File: src/rtl/i2c_master_bit_sequencer_core_macros.svh
// Assertion macros for the I2C master bit sequencer.
// Included by the RTL files that carry concurrent checks; no other dependencies.
`ifndef I2C_MASTER_BIT_SEQUENCER_CORE_MACROS_SVH
`define I2C_MASTER_BIT_SEQUENCER_CORE_MACROS_SVH

`ifndef SYNTHESIS

// same-cycle implication
`define I2CMBS_ASSERT_IMP(lbl, clk, rstn, cond, expr, msg) \
    lbl: assert property (@(posedge clk) disable iff (!(rstn)) (cond) |-> (expr)) \
        else $error(msg);

// next-cycle implication
`define I2CMBS_ASSERT_NXT(lbl, clk, rstn, cond, expr, msg) \
    lbl: assert property (@(posedge clk) disable iff (!(rstn)) (cond) |=> (expr)) \
        else $error(msg);

`else

`define I2CMBS_ASSERT_IMP(lbl, clk, rstn, cond, expr, msg)
`define I2CMBS_ASSERT_NXT(lbl, clk, rstn, cond, expr, msg)

`endif

`endif

File: src/rtl/i2cmbs_pkg.sv
// Shared types, codes and constants of the I2C master bit sequencer.
// No dependencies; used by every RTL module of the block.
`timescale 1ns / 1ps

package i2cmbs_pkg;

    localparam int BUF_DEPTH = 16;
    localparam int BUF_AW    = (BUF_DEPTH > 1) ? $clog2(BUF_DEPTH) : 1;

    // operation codes
    localparam logic [2:0] OP_TICK        = 3'd0;
    localparam logic [2:0] OP_BEGIN_WRITE = 3'd1;
    localparam logic [2:0] OP_BEGIN_READ  = 3'd2;
    localparam logic [2:0] OP_LOAD        = 3'd3;
    localparam logic [2:0] OP_ABORT       = 3'd4;

    // frame kinds
    localparam logic [1:0] FRAME_FIRST      = 2'd0;
    localparam logic [1:0] FRAME_NEXT       = 2'd1;
    localparam logic [1:0] FRAME_LAST       = 2'd2;
    localparam logic [1:0] FRAME_FIRST_LAST = 2'd3;

    // event codes
    localparam logic [1:0] EV_NONE      = 2'd0;
    localparam logic [1:0] EV_WRITTEN   = 2'd1;
    localparam logic [1:0] EV_AVAILABLE = 2'd2;
    localparam logic [1:0] EV_NACK      = 2'd3;

    typedef enum logic [13:0] {
        PH_IDLE             = 14'b00000000000001,
        PH_RESTART_SCL_HIGH = 14'b00000000000010,
        PH_START_SDA_LOW    = 14'b00000000000100,
        PH_START_SCL_LOW    = 14'b00000000001000,
        PH_WR_SCL_HIGH      = 14'b00000000010000,
        PH_WR_SCL_LOW       = 14'b00000000100000,
        PH_RD_SCL_HIGH      = 14'b00000001000000,
        PH_RD_SCL_LOW       = 14'b00000010000000,
        PH_ACKCHK_SCL_HIGH  = 14'b00000100000000,
        PH_ACKCHK_SCL_LOW   = 14'b00001000000000,
        PH_ACKGEN_SCL_HIGH  = 14'b00010000000000,
        PH_ACKGEN_SCL_LOW   = 14'b00100000000000,
        PH_STOP_SCL_HIGH    = 14'b01000000000000,
        PH_STOP_SDA_HIGH    = 14'b10000000000000
    } phase_t;

    typedef struct packed {
        phase_t      phase;
        logic [2:0]  bit_pos;
        logic [7:0]  shift_byte;
        logic [4:0]  byte_pos;
        logic [4:0]  xfer_len;
        logic        sending_addr;
        logic [1:0]  cur_frame;
        logic [1:0]  prev_frame;
        logic        prev_was_write;
        logic        reading;
        logic        ack_sampled;
        logic        nack_seen;
        logic        scl;
        logic        sda;
    } seq_state_t;

    typedef struct packed {
        logic [2:0] operation;
        logic [1:0] frame_kind;
        logic [4:0] byte_count;
        logic [3:0] load_index;
        logic [7:0] load_value;
        logic       sda_sample;
    } item_t;

    typedef struct packed {
        logic       scl_level;
        logic       sda_level;
        logic       busy_res;
        logic [1:0] event_code;
        logic       read_valid;
        logic [3:0] read_index;
        logic [7:0] read_value;
    } result_t;

    localparam seq_state_t SEQ_RESET = '{
        phase:          PH_IDLE,
        bit_pos:        3'd7,
        shift_byte:     8'd0,
        byte_pos:       5'd0,
        xfer_len:       5'd0,
        sending_addr:   1'b0,
        cur_frame:      FRAME_FIRST_LAST,
        prev_frame:     FRAME_FIRST_LAST,
        prev_was_write: 1'b0,
        reading:        1'b0,
        ack_sampled:    1'b0,
        nack_seen:      1'b0,
        scl:            1'b1,
        sda:            1'b1
    };

endpackage

File: src/rtl/i2c_master_bit_sequencer_core.sv
// I2C master bit sequencer top level: input register, sequencer state, result register.
// Depends on i2cmbs_pkg, i2cmbs_store, i2cmbs_step and the assertion macro header.
`timescale 1ns / 1ps
// Usage
//   s_ channel: one command beat per bus phase. tuser carries the operation
//   (tick, begin write, begin read, load write byte, abort); tdata carries the
//   frame kind, byte count, load slot and value and the sampled SDA level.
//   m_ channel: exactly one result beat per command beat, in order, with the
//   SCL and SDA drive levels, busy flag, read byte if one completed, and the
//   event code (written, data available, NACK error) in tuser.
//   APB port: register 0 at byte address 0 holds the 7-bit target address;
//   write it only while the sequencer is idle.
// Timing
//   A beat is taken into the input register, then updates the state and lands
//   in the result register when that register is empty or being read out. The
//   state update is one combinational pass, so one beat per cycle is sustained
//   while m_tready stays high.
// Reset and back-pressure
//   aresetn (synchronous, low) idles the sequencer with both lines released
//   and clears the address register; the write buffer keeps its contents.
//   When m_tready is low the result register holds; one further beat waits in
//   the input register, after which s_tready drops.

module i2c_master_bit_sequencer_core (
    input  logic        aclk,
    input  logic        aresetn,
    // command channel
    input  logic        s_tvalid,
    output logic        s_tready,
    input  logic [23:0] s_tdata,   // frame_kind[1:0], byte_count[6:2], load_index[10:7],
                                   // load_value[18:11], sda_sample[19], zero pad [23:20]
    input  logic [2:0]  s_tuser,   // operation[2:0]
    // result channel
    output logic        m_tvalid,
    input  logic        m_tready,
    output logic [15:0] m_tdata,   // scl_level[0], sda_level[1], busy_res[2], read_valid[3],
                                   // read_index[7:4], read_value[15:8]
    output logic [1:0]  m_tuser,   // event_code[1:0]
    // configuration
    input  logic        psel,
    input  logic        penable,
    input  logic        pwrite,
    input  logic [2:0]  paddr,
    input  logic [31:0] pwdata,
    output logic [31:0] prdata,
    output logic        pready
);
    import i2cmbs_pkg::*;

    `include "i2c_master_bit_sequencer_core_macros.svh"

    logic       in_valid_reg;
    logic       in_valid_next;
    item_t      item_reg;
    logic       out_valid_reg;
    logic       out_valid_next;
    result_t    result_reg;
    seq_state_t state_reg;
    seq_state_t state_next;
    logic [6:0] target_address_reg;
    logic [6:0] target_address_next;

    result_t    result_next;
    logic       s_accept;
    logic       advance;
    logic       cfg_write;
    logic [4:0] store_pos;
    logic [7:0] store_data;

    assign pready    = 1'b1;
    assign cfg_write = psel && penable && pwrite && pready && (paddr[2] == 1'b0);
    assign prdata    = (paddr[2] == 1'b0) ? {25'd0, target_address_reg} : 32'd0;

    assign s_accept = s_tvalid && s_tready;
    assign advance  = in_valid_reg && (!out_valid_reg || m_tready);
    assign s_tready = !in_valid_reg || advance;

    always_comb begin
        in_valid_next       = s_accept || (in_valid_reg && !advance);
        out_valid_next      = advance || (out_valid_reg && !m_tready);
        target_address_next = cfg_write ? pwdata[6:0] : target_address_reg;
    end

    i2cmbs_store u_store (
        .aclk     (aclk),
        .wr_en    (advance && (item_reg.operation == OP_LOAD)),
        .wr_index (item_reg.load_index),
        .wr_value (item_reg.load_value),
        .rd_pos   (store_pos),
        .rd_data  (store_data)
    );

    i2cmbs_step u_step (
        .state_cur      (state_reg),
        .item           (item_reg),
        .target_address (target_address_reg),
        .store_data     (store_data),
        .store_pos      (store_pos),
        .state_next     (state_next),
        .result         (result_next)
    );

    always_ff @(posedge aclk) begin
        if (!aresetn) begin
            in_valid_reg       <= 1'b0;
            out_valid_reg      <= 1'b0;
            state_reg          <= SEQ_RESET;
            target_address_reg <= 7'd0;
        end else begin
            in_valid_reg       <= in_valid_next;
            out_valid_reg      <= out_valid_next;
            target_address_reg <= target_address_next;
            if (advance) begin
                state_reg <= state_next;
            end
        end
    end

    always_ff @(posedge aclk) begin
        if (s_accept) begin
            item_reg <= '{
                operation:  s_tuser,
                frame_kind: s_tdata[1:0],
                byte_count: s_tdata[6:2],
                load_index: s_tdata[10:7],
                load_value: s_tdata[18:11],
                sda_sample: s_tdata[19]
            };
        end
        if (advance) begin
            result_reg <= result_next;
        end
    end

    assign m_tvalid = out_valid_reg;
    assign m_tdata  = {result_reg.read_value, result_reg.read_index, result_reg.read_valid,
                       result_reg.busy_res, result_reg.sda_level, result_reg.scl_level};
    assign m_tuser  = result_reg.event_code;

    // checks
    `I2CMBS_ASSERT_IMP(a_idle_clean, aclk, aresetn, state_reg.phase == PH_IDLE, (state_reg.bit_pos == 3'd7) && !state_reg.sending_addr, "idle with bit counter or address flag left set")
    `I2CMBS_ASSERT_NXT(a_advance_lands, aclk, aresetn, advance, out_valid_reg, "advanced beat did not reach the result register")
    `I2CMBS_ASSERT_IMP(a_stall_cause, aclk, aresetn, !s_tready, in_valid_reg && out_valid_reg && !m_tready, "input stalled without a blocked result")
    `I2CMBS_ASSERT_IMP(a_read_fields_clear, aclk, aresetn, out_valid_reg && !result_reg.read_valid, (result_reg.read_index == 4'd0) && (result_reg.read_value == 8'd0), "read fields set without a read byte")
    `I2CMBS_ASSERT_IMP(a_busy_matches, aclk, aresetn, advance, result_next.busy_res == (state_next.phase != PH_IDLE), "busy flag disagrees with next phase")

endmodule

File: src/rtl/i2cmbs_store.sv
// Write byte buffer: loaded one slot per beat, read at the current byte position.
// Depends on i2cmbs_pkg.
`timescale 1ns / 1ps

module i2cmbs_store (
    input  logic       aclk,
    input  logic       wr_en,
    input  logic [3:0] wr_index,
    input  logic [7:0] wr_value,
    input  logic [4:0] rd_pos,
    output logic [7:0] rd_data
);
    import i2cmbs_pkg::*;

    logic [7:0] store_reg [BUF_DEPTH];
    logic       wr_in_range;

    // byte position folded onto the buffer depth (small constant table)
    function automatic logic [BUF_AW-1:0] slot_of(input logic [4:0] pos);
        logic [BUF_AW-1:0] slot;
        slot = '0;
        for (int i = 0; i < 32; i++) begin
            if (pos == 5'(i)) begin
                slot = BUF_AW'(i % BUF_DEPTH);
            end
        end
        return slot;
    endfunction

    assign wr_in_range = (32'(wr_index) < BUF_DEPTH);

    always_ff @(posedge aclk) begin
        if (wr_en && wr_in_range) begin
            store_reg[BUF_AW'(wr_index)] <= wr_value;
        end
    end

    assign rd_data = store_reg[slot_of(rd_pos)];

endmodule

File: src/rtl/i2cmbs_step.sv
// Next-state and result logic: advances the bus sequencer by one beat.
// Depends on i2cmbs_pkg; the buffer read comes from i2cmbs_store.
`timescale 1ns / 1ps

module i2cmbs_step (
    input  i2cmbs_pkg::seq_state_t state_cur,
    input  i2cmbs_pkg::item_t      item,
    input  logic [6:0]             target_address,
    input  logic [7:0]             store_data,
    output logic [4:0]             store_pos,
    output i2cmbs_pkg::seq_state_t state_next,
    output i2cmbs_pkg::result_t    result
);
    import i2cmbs_pkg::*;

    seq_state_t s;
    logic [1:0] ev;
    logic       rv;
    logic [3:0] ri;
    logic [7:0] rval;
    logic [4:0] bp_inc;
    logic [5:0] bp_inc_wide;
    logic       is_begin;
    logic       ack_low;
    logic       is_read;
    logic       first;
    logic       restart;
    logic       last_frame;

    assign bp_inc      = state_cur.byte_pos + 5'd1;
    assign bp_inc_wide = {1'b0, state_cur.byte_pos} + 6'd1;
    assign is_begin    = (item.operation == OP_BEGIN_WRITE) ||
                         (item.operation == OP_BEGIN_READ);
    assign ack_low     = (state_cur.phase == PH_ACKCHK_SCL_LOW) ||
                         (state_cur.phase == PH_ACKGEN_SCL_LOW);
    assign is_read     = (item.operation == OP_BEGIN_READ);
    assign first       = item.frame_kind inside {FRAME_FIRST, FRAME_FIRST_LAST};
    assign restart     = is_read && state_cur.prev_was_write &&
                         (state_cur.prev_frame inside {FRAME_FIRST, FRAME_NEXT});
    assign last_frame  = state_cur.cur_frame inside {FRAME_LAST, FRAME_FIRST_LAST};

    // a new data byte after an acknowledge is fetched at the advanced position
    always_comb begin
        if (is_begin) begin
            store_pos = 5'd0;
        end else if (ack_low && !state_cur.sending_addr) begin
            store_pos = bp_inc;
        end else begin
            store_pos = state_cur.byte_pos;
        end
    end

    always_comb begin
        s    = state_cur;
        ev   = EV_NONE;
        rv   = 1'b0;
        ri   = 4'd0;
        rval = 8'd0;
        case (item.operation)
            OP_TICK: begin
                case (state_cur.phase)
                    PH_RESTART_SCL_HIGH: begin
                        s.scl   = 1'b1;
                        s.phase = PH_START_SDA_LOW;
                    end
                    PH_START_SDA_LOW: begin
                        s.sda   = 1'b0;
                        s.phase = PH_START_SCL_LOW;
                    end
                    PH_START_SCL_LOW: begin
                        s.scl = 1'b0;
                        if (!s.sending_addr) begin
                            s.shift_byte = store_data;
                        end
                        s.sda   = s.shift_byte[s.bit_pos];
                        s.phase = PH_WR_SCL_HIGH;
                    end
                    PH_WR_SCL_HIGH, PH_RD_SCL_HIGH, PH_ACKGEN_SCL_HIGH,
                    PH_STOP_SCL_HIGH: begin
                        s.scl = 1'b1;
                        case (state_cur.phase)
                            PH_WR_SCL_HIGH:     s.phase = PH_WR_SCL_LOW;
                            PH_RD_SCL_HIGH:     s.phase = PH_RD_SCL_LOW;
                            PH_ACKGEN_SCL_HIGH: s.phase = PH_ACKGEN_SCL_LOW;
                            default:            s.phase = PH_STOP_SDA_HIGH;
                        endcase
                    end
                    PH_WR_SCL_LOW: begin
                        s.scl = 1'b0;
                        if (s.bit_pos != 3'd0) begin
                            s.bit_pos = s.bit_pos - 3'd1;
                            s.sda     = s.shift_byte[s.bit_pos];
                            s.phase   = PH_WR_SCL_HIGH;
                        end else begin
                            s.bit_pos = 3'd7;
                            s.sda     = 1'b1;
                            s.phase   = PH_ACKCHK_SCL_HIGH;
                        end
                    end
                    PH_RD_SCL_LOW: begin
                        s.scl = 1'b0;
                        if (s.bit_pos != 3'd0) begin
                            s.bit_pos = s.bit_pos - 3'd1;
                            if (item.sda_sample) begin
                                s.shift_byte[s.bit_pos] = 1'b1;
                            end
                            s.phase = PH_RD_SCL_HIGH;
                        end else begin
                            s.bit_pos = 3'd7;
                            // ACK every byte but the last
                            if (bp_inc_wide < {1'b0, s.xfer_len}) begin
                                s.sda = 1'b0;
                            end
                            s.phase = PH_ACKGEN_SCL_HIGH;
                        end
                    end
                    PH_ACKCHK_SCL_HIGH: begin
                        s.scl         = 1'b1;
                        s.ack_sampled = item.sda_sample;
                        s.phase       = PH_ACKCHK_SCL_LOW;
                    end
                    PH_ACKCHK_SCL_LOW, PH_ACKGEN_SCL_LOW: begin
                        s.scl = 1'b0;
                        if (s.sending_addr) begin
                            s.sending_addr = 1'b0;
                        end else begin
                            if (s.reading) begin
                                rv   = 1'b1;
                                ri   = s.byte_pos[3:0];
                                rval = s.shift_byte;
                            end
                            s.byte_pos = bp_inc;
                        end
                        if (s.reading) begin
                            if (s.byte_pos == s.xfer_len) begin
                                if (last_frame) begin
                                    s.sda   = 1'b0;
                                    s.phase = PH_STOP_SCL_HIGH;
                                end else begin
                                    s.sda   = 1'b1;
                                    ev      = EV_AVAILABLE;
                                    s.phase = PH_IDLE;
                                end
                            end else begin
                                s.sda        = 1'b1;
                                s.shift_byte = 8'd0;
                                if (item.sda_sample) begin
                                    s.shift_byte[s.bit_pos] = 1'b1;
                                end
                                s.phase = PH_RD_SCL_HIGH;
                            end
                        end else if (s.ack_sampled) begin
                            s.nack_seen = 1'b1;
                            s.sda       = 1'b0;
                            s.phase     = PH_STOP_SCL_HIGH;
                        end else if (s.byte_pos == s.xfer_len) begin
                            if (last_frame) begin
                                s.sda   = 1'b0;
                                s.phase = PH_STOP_SCL_HIGH;
                            end else begin
                                ev      = EV_WRITTEN;
                                s.phase = PH_IDLE;
                            end
                        end else begin
                            s.shift_byte = store_data;
                            s.sda        = s.shift_byte[s.bit_pos];
                            s.phase      = PH_WR_SCL_HIGH;
                        end
                    end
                    PH_STOP_SDA_HIGH: begin
                        s.sda = 1'b1;
                        if (s.nack_seen) begin
                            ev = EV_NACK;
                        end else if (s.reading) begin
                            ev = EV_AVAILABLE;
                        end else begin
                            ev = EV_WRITTEN;
                        end
                        s.phase = PH_IDLE;
                    end
                    default: begin
                    end
                endcase
            end
            OP_BEGIN_WRITE, OP_BEGIN_READ: begin
                if (state_cur.phase == PH_IDLE) begin
                    s.cur_frame = item.frame_kind;
                    s.xfer_len  = item.byte_count;
                    s.byte_pos  = 5'd0;
                    s.bit_pos   = 3'd7;
                    s.nack_seen = 1'b0;
                    s.reading   = is_read;
                    if (first || restart) begin
                        s.shift_byte   = {target_address, is_read};
                        s.sending_addr = 1'b1;
                        if (first) begin
                            s.sda   = 1'b0;
                            s.phase = PH_START_SCL_LOW;
                        end else begin
                            s.sda   = 1'b1;
                            s.scl   = 1'b0;
                            s.phase = PH_RESTART_SCL_HIGH;
                        end
                    end else if (is_read) begin
                        s.sda        = 1'b1;
                        s.shift_byte = {item.sda_sample, 7'd0};
                        s.phase      = PH_RD_SCL_HIGH;
                    end else begin
                        if (!s.sending_addr) begin
                            s.shift_byte = store_data;
                        end
                        s.sda   = s.shift_byte[s.bit_pos];
                        s.phase = PH_WR_SCL_HIGH;
                    end
                    s.prev_frame     = item.frame_kind;
                    s.prev_was_write = !is_read;
                end
            end
            OP_ABORT: begin
                s = SEQ_RESET;
            end
            default: begin
                // load beats only touch the buffer; other codes are no-ops
            end
        endcase

        state_next        = s;
        result.scl_level  = s.scl;
        result.sda_level  = s.sda;
        result.busy_res   = (s.phase != PH_IDLE);
        result.event_code = ev;
        result.read_valid = rv;
        result.read_index = ri;
        result.read_value = rval;
    end

endmodule

File: config.mk
export PLATFORM = sky130hd
export DESIGN_NAME = i2c_master_bit_sequencer_core
export DESIGN_NICKNAME = d
export VERILOG_FILES = /design/src/rtl/i2cmbs_pkg.sv /design/src/rtl/i2c_master_bit_sequencer_core.sv /design/src/rtl/i2cmbs_store.sv /design/src/rtl/i2cmbs_step.sv
export VERILOG_INCLUDE_DIRS = /design/src /design/src/rtl
export SDC_FILE = /design/constraint.sdc
export NUM_CORES = 1
export LEC_CHECK = 0
export BUFFER_PORTS_ARGS = -buffer_cell sky130_fd_sc_hd__buf_2
export CAP_MARGIN = 10
export CORE_MARGIN = 8
export CORE_UTILIZATION = 58
export DETAILED_ROUTE_END_ITERATION = 10
export GPL_TIMING_DRIVEN = 0
export PLACE_DENSITY = 0.75
export SYNTH_ARGS = -nofsm -noshare
export SYNTH_HDL_FRONTEND = slang
export SYNTH_SLANG_ARGS = --single-unit
File: constraint.sdc
create_clock -name aclk -period 5.6 [get_ports aclk]
set_clock_uncertainty 0.15 [all_clocks]
set_input_delay 0.56 -clock aclk [delete_from_list [all_inputs] [get_ports aclk]]
set_output_delay 0.56 -clock aclk [all_outputs]
set_load 0.005 [all_outputs]
Word-level counts from Yosys, hierarchy flattened
Memories as Yosys holds them, arrays and structs flattened.
Index checks and enable logic that the tools add are counted.
- word-level logic and storage cells: 277
- memories: 1
- register bits after elaboration: 96
- input bits: 69
- output and inout bits: 53
- memory bits (writable): 128
- add/subtract/negate cells: 3
- bitwise gates (word level): 5
- equal/unequal tests: 67
- muxes and demuxes: 116
- order comparisons: 5
- reduce and logical (&&, ||, !) cells: 50
- memory list (name ; depth ; bits a word ; read ports ; clocked after Yosys merged registers in ; wr ports ; RTL line ; source):
    u_store.store_reg ; 16 ; 8 ; 1 ; 0 ; 1 ; i2cmbs_store.sv:15 ; logic [7:0] store_reg [BUF_DEPTH];
- operators by type and width (cell ; count):
    $pmux 14 s9 ; 1
    $mux 4 ; 25
    $mux 8 ; 12
    $pmux 30 s3 ; 1
    $mux 14 ; 6
    $eq 5x5->1 const B ; 16
    $mux 42 ; 1
    $pmux 14 s3 ; 1
    $eq 5x4->1 const B ; 8
    $mux 1 ; 30
    $mux 5 ; 6
    $pmux 8 s3 ; 1
    $eq 5x3->1 const B ; 4
    $mux 2 ; 9
    $mux 3 ; 5
    $eq 14x1->1 const B ; 1
    $eq 14x10->1 const B ; 1
    $eq 14x11->1 const B ; 1
    $eq 14x12->1 const B ; 1
    $eq 14x13->1 const B ; 1
    $eq 14x14->1 const B ; 1
    $eq 14x2->1 const B ; 1
    $eq 14x3->1 const B ; 1
    $eq 14x4->1 const B ; 1
    57 further kinds ; 111

Logic depth before layout (Yosys ltp)
An unclocked memory read counts as a cell.
- depth in word-level cells: 45
- gate-level depth with buffers: 16

By module
Synthesis repeated with hierarchy kept, for this count alone.
- cell total of the unflattened synthesis: 1114
- area, all modules: 12259.3 um2
- by module, submodules not included (module ; sequential area each (um2) ; times used ; cells each ; area each (um2)):
    i2cmbs_store ; 3843.7 ; 1 ; 221 ; 5001.0
    i2c_master_bit_sequencer_core ; 2332.2 ; 1 ; 321 ; 3696.0
    i2cmbs_step ; 0.0 ; 1 ; 572 ; 3562.2

Worst setup path after synthesis
Ideal clock, no wire load.
- path type: register to register
- start: register state_reg[42] (netlist name)
- end: register state_reg[0] (netlist name)
- clock period less this slack: 3.526 ns
- required time: 5.369 ns
- arrival time: 3.295 ns
- slack: 2.074 ns
- cell stages (with the launch flop): 16
- library setup time: 0.081 ns
- cells stage by stage: dfxtp_1 > buf_2 > nor4_1 > nand3_1 > buf_2 > o21ai_2 > nand2_1 > buf_6 > buf_6 > mux2i_1 > a22oi_1 > o211ai_1 > o31a_1 > a221o_1 > o31a_1 > a41oi_2
- cells in the longest elaborated chain, start to end: 45
- RTL lines (item ; RTL line ; source):
    from (decl) ; i2c_master_bit_sequencer_core.sv:58 ; seq_state_t state_reg;
    from (signal assigned) ; i2c_master_bit_sequencer_core.sv:114 ; state_reg <= state_next;
    $eq 14x10->1 or $eq 14x12->1 (tied branches) ; i2cmbs_step.sv:34, i2cmbs_step.sv:61, i2cmbs_step.sv:35 ;
    $logic_or 1x1->1 ; i2cmbs_step.sv:34 ; assign ack_low = (state_cur.phase == PH_ACKCHK_SCL_LOW) ||
    $logic_and 1x1->1 ; i2cmbs_step.sv:46 ; end else if (ack_low && !state_cur.sending_addr) begin
    $mux 5 ; i2cmbs_step.sv:46 ;
    $mux 5 ; i2cmbs_step.sv:44 ; if (is_begin) begin
    $eq 5x1->1 ; i2cmbs_store.sv:23 ; if (pos == 5'(i)) begin
    $mux 1 ; i2cmbs_store.sv:23 ;
    $mux 2 (2 in a row) ; i2cmbs_store.sv:23 ;
    [... 28 more ...] ; -- ;
    $mem_v2 16x8 ; -- ;
    $bmux 1 s3 or $mux 8 (tied branches) ; i2cmbs_step.sv:166, i2cmbs_step.sv:209 ;
    $mux 1 (not written as such) or $mux 8 (tied branches) ; i2cmbs_step.sv:166, i2cmbs_step.sv:61 ;
    $mux 1 or $mux 8 (tied branches) ; i2cmbs_step.sv:156, i2cmbs_step.sv:59 ;
    $mux 1 or $bmux 1 s3 (tied branches) ; i2cmbs_step.sv:152, i2cmbs_step.sv:75 ;
    $mux 1, on equally long branches ; i2cmbs_step.sv:134, i2cmbs_step.sv:75 ;
    $pmux 1 s6 ; i2cmbs_step.sv:61 ; case (state_cur.phase)
    $pmux 3 s3 (*) ; i2cmbs_step.sv:59 ; case (item.operation)
Mark *: on every way between the ends. The rest lies on a longest branch, timed or not. The select of a mux whose other input is x is not followed.
A chain may end at the register's enable or synchronous reset.

==> run metrics <==
I/O Buffers 63; DR vias/cell roughly 6.6; Post-layout nets 1,310; critical path fanouts, max 10; Avg Cell Area, Syn 10.3 µm²; setup bufs post-CTS 0; Core Box Area 0.0195 mm²; Post-Syn Instances 1,119; Synth Warn # 0; Mapped Area 0.0116 mm²; total track usage 29.2%; CP startpoint state_reg[42]; crit path DAT 4.86 ns; Die X-Extent 157 µm; FF-to-FF End m_tdata[1]; first-pass GRT wire length ~55,000 µm; RSZ-0062 raised after global routing no; worst skew pair latency approximately 0.53 ns; VDD IR max 294 µV; Detailed Routing Iterations Pass 1 6; synth unique cells 90; status complete, no violations; fin. max-slew vios 0; die height 157 µm; crit start category flip-flop; Crit. End Element flip-flop; Worst Hold Launch s_tdata[7]; Min-Delay Path Class in -> reg; Max Fclk 216 MHz; Design Area, Final 0.0131 mm²; fillers 1,583; final hold viol count 0; top_reg_cell synth edfxtp_1; hold path depth 1; die area approximately 0.025 mm²; Reg2Reg Setup Slack 0.97 ns; Setup Viol. Count Final 0; Clk Tree Root Cell clkbuf_16; H-tree depth 1; Setup CP Type reg -> reg; drt total wl around 37,000 µm; Initial Util 59.2%; post-route antenna net violation count 0; Post-synth EDFFs about 170; maximum root-to-sink buffer count 3; Seq cells post-synth roughly 220; layout cells sized above 1 ~14%; number of global-route vias before repair between 9,000 and 10,000; Crit path required time approximately 5.8 ns; HPWL after DPL 26,100 µm; Area growth syn-to-layout 13.3%; detailed-route via count 10,100; PD cells 281 mW/mm²; TNS Setup 0 ns; CTS Buf Count 23; Hold Buf Count CTS 0; Worst Hold End item_reg[9]; TritonCTS clock tree built; grt ovf 0; largest net degree at the start of global routing 28; num rows a little over 50; initial antenna violation count 0; Min Clock Period, post-route ~4.6 ns; Reg2Reg Launch Point state_reg[42]; I/O pin cnt 122; post-synthesis sequential area ratio 52.9%; max_slew headroom 21.8%; ant diodes 0; reported max-cap violation count 0; ys async rst share 0%; Largest register FFs 128; dpl cell area 0.0123 mm²; Starting DRT DRC Count 1,318; GPL Wtd Cong ~1.0; Post-CTS Resized 0; clock slew at reported path FFs about 0.070 ns; wire length per cell 24.1 µm; Reg2Reg Depth 15; clock sink total 221; period utilization 82.7%; WHS around 0.061 ns; Worst Max-Slew Pin Slew 1.17 ns; static leakage roughly 4.6 nW; DR DRC count 0
power breakdown:
part           leakage [nW]  switching, mW  internal [mW]  total (mW)
combinational          2.26          0.189         0.0928       0.281
clock                 0.371          0.633          0.939        1.57
sequential             1.96         0.0362           1.79        1.83
total                  4.59          0.858           2.82        3.68
cells in the final DEF, fill, tap and decap left out, drive strengths merged, types with 15 or more instances in the layout:
| cell type | n |
|---|---|
| nand4 | 18 |
| and3 | 15 |
| edfxtp | 169 |
| a21oi | 84 |
| and2 | 21 |
| nand2 | 75 |
| nor2 | 97 |
| mux2i | 21 |
| nand3 | 46 |
| buf | 110 |
| a22oi | 19 |
| dfxtp | 52 |
| o22ai | 15 |
| o21ai | 80 |
| nor2b | 20 |
| clkbuf | 79 |
| conb | 26 |
| nor4 | 17 |
| a211oi | 20 |
| inv | 20 |
| nor3 | 33 |
worst max-delay path, stage by stage (launching register included):
cell	delay [ns]
dfxtp_1	0.31
buf_2	0.18
nor4_1	0.59
nand3_1	0.35
buf_2	0.30
o21ai_2	0.52
nand2_1	0.19
buf_6	0.20
buf_6	0.15
mux2i_1	0.17
a21oi_1	0.17
o211ai_1	0.20
o31a_1	0.31
a221o_1	0.30
o31a_1	0.27
nand2_1	0.12
layout make-up:
type                       count  area, µm²  area share [%]
inverter                      22       82.6           0.631
tap                          265        332            2.53
timing repair buffer          66        339            2.59
sequential                   221       6120            46.7
buffer                        96        510            3.90
multi-input combinational    804       4950            37.8
clock inverter                15        179            1.37
clock buffer                  27        591            4.51
synth_stat cells, types with 5 or more instances:
cell        n  area, µm²
buf_4      29        218
or3_1       6       37.5
nand2_1    75        282
nor3_1     29        145
mux2i_1    21        210
and3_1     15       93.8
nand4_1    18        113
a21oi_1    82        410
dfxtp_1    52       1040
nand3_1    45        225
ha_1        7       87.6
or2_2       5       31.3
edfxtp_1  169       5070
inv_1      18       67.6
a221o_1     6       60.1
a32oi_1     7       61.3
o22ai_1    15       93.8
nor2b_1    20        125
xor2_1     10       87.6
o21ai_0    74        370
xnor2_1     9       78.8
clkbuf_1   52        195
a22oi_1    19        143
a22o_1      5       43.8
and2_1     20        125
a21o_1      5       37.5
o211ai_1    7       52.6
mux2_2      5       56.3
a221oi_1    9       78.8
a311oi_1    8       70.1
nand2b_1   11       68.8
nor2_1     97        364
o31ai_1     5       37.5
buf_2       8       40.0
nor4_1     15       93.8
a211oi_1   20        150
a31oi_1    14       87.6
how the worst max path moves through the flow:
stage,slack (ns),to,cells after the start
floorplan,2.07,state_reg[0],15
global route,0.77,m_tdata[1],15
global placement,1.04,m_tdata[1],15
detailed placement,1.13,m_tdata[1],15
CTS,1.13,m_tdata[1],15
finish,0.97,m_tdata[1],15
kinds of logic (layout without fill, tap and decap cells):
logic type | after synthesis | in the layout | share of synthesized area (%)
multiplexers | 26 | 26 | 2.31
AND/OR/NAND/NOR | 388 | 388 | 17.6
adder cells (fa/ha/maj) | 7 | 7 | 0.758
other | 2 | 26 | 0.0650
XOR/XNOR | 19 | 19 | 1.44
buffers and inverters | 118 | 226 | 5.12
AO/OA/AOI/OAI | 338 | 338 | 19.8
flip-flops | 221 | 221 | 52.9
per-stage QoR:
step / util [%] / setup WS (ns) / power [mW] / std cells
detailed placement: 63.1 / 1.13 / 2.13 / 1474
global placement: 62.9 / 1.04 / 2.13 / 1471
CTS: 67.1 / 1.13 / 3.68 / 1516
global route: 67.1 / 0.770 / 3.77 / 1516
finish: 67.1 / 0.969 / 3.68 / 1516
floorplan: - / 2.07 / 2.03 / 1143
per-layer routing:
layer / vias up / part of all wire, % / wire [µm] / GRT usage (%)
li1: 4486 / - / - / -
met1: 4796 / 39 / 14300 / 38.8
met2: 686 / 47 / 17100 / 47.4
met3: 113 / 11 / 3980 / 5.24
met4: 0 / 3.4 / 1250 / 10.3
met5: - / 0 / 0 / 0
Note: power is estimated with default switching activity, not from simulation.
